**config.mk**
```make
export PLATFORM = sky130hd
export DESIGN_NAME = hgge_ctrl
export DESIGN_NICKNAME = d
export VERILOG_FILES = /design/src/hw/rtl/hgge_pkg.sv /design/src/hw/rtl/hgge_ctrl.sv
export SDC_FILE = /design/constraint.sdc
export NUM_CORES = 1
export LEC_CHECK = 0
export BUFFER_PORTS_ARGS = -buffer_cell sky130_fd_sc_hd__buf_2
export CAP_MARGIN = 30
export CORE_UTILIZATION = 30
export CTS_CLUSTER_SIZE = 10
export DETAILED_ROUTE_END_ITERATION = 12
export GPL_ROUTABILITY_DRIVEN = 0
export SLEW_MARGIN = 15
export SYNTH_ARGS = -nofsm -noshare
export SYNTH_HDL_FRONTEND = slang
export SYNTH_SLANG_ARGS = --single-unit
export TNS_END_PERCENT = 1
```
**constraint.sdc**
```tcl
create_clock -name clk -period 2.29 [get_ports clk]
set_input_delay 0.229 -clock clk [delete_from_list [all_inputs] [get_ports clk]]
set_output_delay 0.229 -clock clk [all_outputs]
set_load 0.005 [all_outputs]
```
**src/hw/rtl/hgge_pkg.sv**
```systemverilog
// ----------------------------------------------------------------------------
// hgge_pkg
// Shared types and constants of the height grid gradient and extreme search.
// ----------------------------------------------------------------------------
package hgge_pkg;

    // Grid size limits; the store holds MAX_WIDTH columns of MAX_HEIGHT rows
    localparam int MAX_WIDTH  = 64;
    localparam int MAX_HEIGHT = 64;

    // Field widths
    localparam int CFG_W     = 7;
    localparam int CFG_IDX_W = 1;
    localparam int POS_W     = 6;
    localparam int HGT_W     = 16;
    localparam int GRAD_W    = 18;

    // Coordinate and address widths follow from the grid limits
    localparam int X_W       = $clog2(MAX_WIDTH);
    localparam int Y_W       = $clog2(MAX_HEIGHT);
    localparam int ADDR_W    = X_W + Y_W;
    localparam int MEM_DEPTH = MAX_WIDTH * (2 ** Y_W);

    // Width that holds a map dimension, a config value and a limit
    localparam int DIM_X_W = $clog2(MAX_WIDTH + 1);
    localparam int DIM_Y_W = $clog2(MAX_HEIGHT + 1);
    localparam int DIM_XY_W = (DIM_X_W > DIM_Y_W) ? DIM_X_W : DIM_Y_W;
    localparam int DIM_W = (DIM_XY_W > CFG_W) ? DIM_XY_W : CFG_W;

    localparam logic signed [HGT_W-1:0] EMPTY_CODE = {1'b1, {(HGT_W-1){1'b0}}};
    localparam logic [CFG_W-1:0] MAP_DIM_RESET = CFG_W'(64);

    // Configuration register indexes
    localparam logic [CFG_IDX_W-1:0] CFG_MAP_WIDTH  = CFG_IDX_W'(0);
    localparam logic [CFG_IDX_W-1:0] CFG_MAP_HEIGHT = CFG_IDX_W'(1);

    typedef enum logic [1:0] {
        ACT_WRITE    = 2'd0,
        ACT_GRAD     = 2'd1,
        ACT_FIND_MAX = 2'd2,
        ACT_FIND_MIN = 2'd3
    } action_t;

    typedef enum logic [1:0] {
        ST_OK    = 2'd0,
        ST_OUT   = 2'd1,
        ST_NORES = 2'd2
    } rsp_status_t;

    typedef enum logic [1:0] {
        RD_CENTER = 2'd0,
        RD_BEFORE = 2'd1,
        RD_AFTER  = 2'd2,
        RD_SCAN   = 2'd3
    } rd_sel_t;

    // Controller to datapath
    typedef struct packed {
        logic    load;
        logic    clr_wr;
        logic    cell_wr;
        rd_sel_t rd_sel;
        logic    cap_c;
        logic    cap_b;
        logic    cap_a;
        logic    scan_issue;
        logic    res_load;
    } hgge_ctl_t;

    // Datapath to controller
    typedef struct packed {
        action_t in_action;
        logic    in_map;
        logic    item_in_map;
        logic    map_empty;
        logic    clr_last;
        logic    scan_last;
    } hgge_sts_t;

endpackage

```
**src/hw/rtl/hgge_ctrl.sv**
```systemverilog
// ----------------------------------------------------------------------------
// hgge_ctrl
// Sequencer: clearing sweep, action dispatch, reads, scan and result hand-off.
// ----------------------------------------------------------------------------
module hgge_ctrl import hgge_pkg::*; (
    input  logic      clk,
    input  logic      rst_n,
    input  logic      cmd_valid,
    output logic      cmd_ready,
    output logic      rsp_valid,
    input  logic      rsp_ready,
    input  hgge_sts_t sts,
    output hgge_ctl_t ctl
);

    typedef enum logic [8:0] {
        S_CLEAR    = 9'b000000001,
        S_IDLE     = 9'b000000010,
        S_WR       = 9'b000000100,
        S_RD_C     = 9'b000001000,
        S_RD_B     = 9'b000010000,
        S_RD_A     = 9'b000100000,
        S_GRAD     = 9'b001000000,
        S_SCAN     = 9'b010000000,
        S_DONE     = 9'b100000000
    } state_t;

    state_t state_reg;
    state_t state_next;
    logic   scan_end_reg;
    logic   scan_end_next;
    logic   rsp_valid_reg;
    logic   rsp_valid_next;

    always_comb
    begin
        state_next    = state_reg;
        scan_end_next = 1'b0;
        ctl           = '0;
        ctl.rd_sel    = RD_CENTER;
        cmd_ready     = 1'b0;
        unique case (state_reg)
            S_CLEAR:
            begin
                ctl.clr_wr = 1'b1;
                if (sts.clr_last)
                begin
                    state_next = S_IDLE;
                end
            end
            S_IDLE:
            begin
                cmd_ready = 1'b1;
                if (cmd_valid)
                begin
                    ctl.load = 1'b1;
                    unique case (sts.in_action)
                        ACT_WRITE:    state_next = S_WR;
                        ACT_GRAD:     state_next = sts.in_map ? S_RD_C : S_DONE;
                        ACT_FIND_MAX,
                        ACT_FIND_MIN: state_next = sts.map_empty ? S_DONE : S_SCAN;
                    endcase
                end
            end
            S_WR:
            begin
                ctl.cell_wr = sts.item_in_map;
                state_next  = S_DONE;
            end
            S_RD_C:
            begin
                ctl.rd_sel = RD_CENTER;
                state_next = S_RD_B;
            end
            S_RD_B:
            begin
                ctl.rd_sel = RD_BEFORE;
                ctl.cap_c  = 1'b1;
                state_next = S_RD_A;
            end
            S_RD_A:
            begin
                ctl.rd_sel = RD_AFTER;
                ctl.cap_b  = 1'b1;
                state_next = S_GRAD;
            end
            S_GRAD:
            begin
                ctl.cap_a  = 1'b1;
                state_next = S_DONE;
            end
            S_SCAN:
            begin
                // last read issued: its data is compared during the next cycle
                ctl.rd_sel     = RD_SCAN;
                ctl.scan_issue = 1'b1;
                if (sts.scan_last)
                begin
                    scan_end_next = 1'b1;
                end
                if (scan_end_reg)
                begin
                    ctl.rd_sel     = RD_CENTER;
                    ctl.scan_issue = 1'b0;
                    state_next     = S_DONE;
                end
            end
            S_DONE:
            begin
                if (!rsp_valid_reg || rsp_ready)
                begin
                    ctl.res_load = 1'b1;
                    state_next   = S_IDLE;
                end
            end
            default:
            begin
                state_next = S_IDLE;
            end
        endcase
    end

    always_comb
    begin
        if (ctl.res_load)
        begin
            rsp_valid_next = 1'b1;
        end
        else if (rsp_ready)
        begin
            rsp_valid_next = 1'b0;
        end
        else
        begin
            rsp_valid_next = rsp_valid_reg;
        end
    end

    always_ff @(posedge clk or negedge rst_n)
    begin
        if (!rst_n)
        begin
            state_reg     <= S_CLEAR;
            scan_end_reg  <= 1'b0;
            rsp_valid_reg <= 1'b0;
        end
        else
        begin
            state_reg     <= state_next;
            scan_end_reg  <= scan_end_next;
            rsp_valid_reg <= rsp_valid_next;
        end
    end

    assign rsp_valid = rsp_valid_reg;

    a_accept_leaves_idle: assert property (@(posedge clk) disable iff (!rst_n)
        (cmd_valid && cmd_ready) |=> (state_reg != S_IDLE))
        else $error("accepted beat did not start work");

    a_no_result_during_clear: assert property (@(posedge clk) disable iff (!rst_n)
        (state_reg == S_CLEAR) |-> !rsp_valid_reg)
        else $error("result pending during clearing sweep");

    a_rsp_held: assert property (@(posedge clk) disable iff (!rst_n)
        (rsp_valid_reg && !rsp_ready) |=> rsp_valid_reg)
        else $error("result beat dropped while stalled");

endmodule

```
After elaboration in Yosys (flattened, before gate mapping)
Index checks and enable logic that the tools add are counted.
Storage, ports and cells
  register bits after elaboration: 11
  latch bits: 0
  RAM bits: 0
  ROM bits: 0
  input port bits: 11
  output and inout port bits: 12
  memories: 0
Operators by class
  $add $sub $neg: 0
  multipliers: 0
  div/mod/pow operators: 0
  order comparisons: 0
  eq/ne operators: 16
  shifts and indexed selects: 0
  multiplexer cells: 26
  bitwise logic cells: 0
  reduce and logical (&&, ||, !) cells: 7
Operator list (count)
  $pmux 9 s8: 1
  $mux 9: 6
  $pmux 9 s3: 1
  $mux 1: 16
  $eq 9x1->1 const B: 1
  $eq 9x2->1 const B: 1
  $eq 9x3->1 const B: 1
  $eq 9x4->1 const B: 1
  $eq 9x5->1 const B: 1
  $eq 9x6->1 const B: 1
  $eq 9x7->1 const B: 1
  $eq 9x8->1 const B: 1
  $eq 9x9->1 const B: 1
  $ne 2x2->1 const B: 4
  $pmux 2 s3: 1
  $eq 2x2->1 const B: 2
  $reduce_and 4->1: 1
  $reduce_or 2->1: 2
  $eq 2x1->1 const B: 1
  $logic_not 2->1: 1
  $mux 2: 1
  $reduce_bool 2->1: 1
  $logic_not 1->1: 1
  $logic_or 1x1->1: 1

Logic depth before layout (Yosys ltp)
  depth in word-level cells: 5
  gate-level depth with buffers: 6

Least setup slack after synthesis
OpenSTA, ideal clock, no wires.
  path type: register -> output
  from: reg state_reg[3]
  to: out ctl[5] (netlist bit)
  arrival: 1380 ps
  path slack: 681 ps
  cell stages (with the launch flop): 6
  path buffers: 1
  path through: dfrtp_1 -> clkbuf_1 -> nor3_2 -> nand3b_1 -> nor3b_1 -> nand2b_1
RTL lines
  start: declaration: RTL line hgge_ctrl.sv:28  | state_t state_reg;
  start signal: assignment: RTL line hgge_ctrl.sv:149  | state_reg <= state_next;
  end: declaration: RTL line hgge_ctrl.sv:13  | output hgge_ctl_t ctl

==> flow_summary.json <==
{
  "wl_mm": 1.638,
  "hp-class": "in -> reg",
  "min_to": "state_reg[2]",
  "final.period_utilization": 0.9051,
  "syn_to_final_growth_pct": 18.21,
  "cts_tree": "yes",
  "start_kind": "register",
  "ant_nets": 0,
  "antennaDiodeCount": 0,
  "yosys_register_bits": 11,
  "synth_ff_type": "dfrtp_1",
  "num_vias": 688,
  "critical_path.startpoint": "state_reg[3]",
  "ios": 23,
  "root_buffer": "clkbuf_4",
  "syn-instance-count": 82,
  "insertion_delay_ps": 260,
  "drt_iter0_markers": 7,
  "drc": 0,
  "slew_violations": 0,
  "worst_ep_required_time_ps": 2060,
  "clk_path_buf_depth": 2,
  "grt_max_degree": 12,
  "grt_pass1_wl_mm": 2.628,
  "core-area_mm2": 0.002255,
  "cp-end-kind": "output pin",
  "reg2regPathDepth": 5,
  "vias_per_cell": 5.333,
  "fillers": 251,
  "slew_headroom": 0.7612,
  "syn_nets": 93,
  "overflow": 0,
  "cts_buffers": 3,
  "htree_levels": 1,
  "synthesis.area_um2": 728.2,
  "r2r_end": "state_reg[8]",
  "leakagePower_uw": 0.0004060,
  "hold_violations": 0,
  "rows": 17,
  "fp.dieW_um": 51.27,
  "port_buffers": 22,
  "power_density_mw_per_mm2": 842.4,
  "drt_pre_antenna_iters": 4,
  "rsz0062_at_grt": "false",
  "synth-warning-count": 0,
  "wl_per_cell_um": 12.70,
  "min-delay-start": "sts[5]",
  "largest_reg_flops": 9,
  "place_area_um2": 824.5,
  "layout-drive-gt1-share": 0.2871,
  "cp_max_fo": 9,
  "initial_utilization": 0.3230,
  "fin_skew_ps": 3.924,
  "fin_area_um2": 860.8,
  "setup_viol": 0,
  "grt_pass1_vias": 624,
  "min_period_ps": 2073,
  "synth-edff-count": 0,
  "setup_tns_ps": 0,
  "die_area_mm2": 0.002628,
  "yosys.cell_types.count": 29,
  "ir_drop_mv": 0.2569,
  "worst_r2r_startpoint": "state_reg[6]",
  "critical_path_class": "reg -> out",
  "clk_pin_slew_ps": 70,
  "finalNetCount": 113,
  "cap_violations": 0,
  "yosysSeqAreaShare": 0.3797,
  "worstPathArrival_ps": 1840,
  "cts_num_sinks": 11,
  "max_freq_mhz": 482.5,
  "async_flop_share": 1.000,
  "hold_depth": 2,
  "tightest_slew_ps": 355.5,
  "detailed_place_hpwl_mm": 1.211,
  "r2r_slack_ps": 570,
  "antenna_found_initial": 0,
  "status": "completed",
  "grtUsageTotal": 0.1381,
  "chipHeight_um": 51.27,
  "synth.avg_cell_area_um2": 8.880
}
timing repair:
item / 4_1_cts / 5_1_grt
gates resized for setup: 0 / 0
setup buffers: 0 / 0
hold endpoints to repair: 10 / 0
hold buffers: 1 / 0
cells by family (layout without fill, tap and decap cells):
logic type | Yosys count | in the layout | share of synthesized area
and+or+nand+nor | 48 | 48 | 0.4038
AOI/OAI and AO/OA | 11 | 11 | 0.1151
DFF | 11 | 11 | 0.3797
buffers and inverters | 10 | 29 | 0.07733
xor gates and xnor gates | 2 | 2 | 0.02406
layout make-up:
type                       instances  area, um2  area share
timing repair buffer              23      120.1      0.1395
tap                               28      35.03     0.04070
clock buffer                       4      26.28     0.03052
multi-input combinational         61      395.4      0.4593
inverter                           2      7.507    0.008721
sequential                        11      276.5      0.3212
where the power goes:
part,internal (uW),switching (uW)
logic,139,174
clock network,67.3,62.8
registers,227,56.0
worst max path at each step:
stage,end,slack [ps],depth (start not counted)
CTS,ctl[5],210,5
detailed placement,ctl[5],510,5
floorplan,ctl[5],680,5
finish,ctl[5],220,5
global route,ctl[5],40,5
global placement,ctl[5],560,5
cells in the mapped netlist (all sizes together) (3+ instances only):
master	number	area share
buf	5	0.052
clkbuf	3	0.015
dfrtp	10	0.34
nand2	8	0.041
nand2b	4	0.034
nor2	5	0.026
nor2b	4	0.034
nor3	5	0.048
nor3b	6	0.062
nor4	3	0.026
nor4b	4	0.048
or3	3	0.026
cells in the final DEF, fill, tap and decap left out, types with 2 or more instances in the layout:
cell / synthesis / routed
or3_1: 3 / 3
xnor2_1: 2 / 2
nor3b_1: 6 / 6
a21oi_1: 2 / 2
o31a_1: 2 / 2
clkbuf_4: 0 / 3
nand3_1: 2 / 2
inv_1: 2 / 2
dfrtp_1: 10 / 10
nand2b_1: 4 / 4
nor4b_1: 4 / 4
buf_2: 0 / 22
nor2b_1: 4 / 4
nor3_2: 2 / 2
nand2_1: 8 / 8
nor4_1: 3 / 3
nor2_1: 5 / 5
o32ai_1: 2 / 2
nor3_1: 3 / 3
critical path, stage by stage (launching register included):
cell      delay [ps]
dfrtp_1          470
nor3_2           360
nand3b_1         230
nor3b_1          280
nand2b_1         130
buf_2            110
per-layer routing:
layer  vias up  part of all wire  track usage
li1        336                 -            -
met1       324              0.44       0.1558
met2        26              0.50       0.2215
met3         2             0.058      0.05060
met4         0            0.0079      0.08108
met5         -                 0            0
per-stage QoR:
stage	setup WS (ps)	std cells	hold slack [ps]	util	power [uW]
global route	40.45	129	153.1	0.3818	784.9
detailed placement	513.5	124	116.8	0.3657	594.3
finish	217.3	129	153.9	0.3818	725.1
CTS	211.5	129	141.6	0.3818	732.9
global placement	560.5	124	115.7	0.3657	594.1
floorplan	680.8	82	-66.59	-	503.0
No activity file was read; power rests on OpenSTA's default activity.
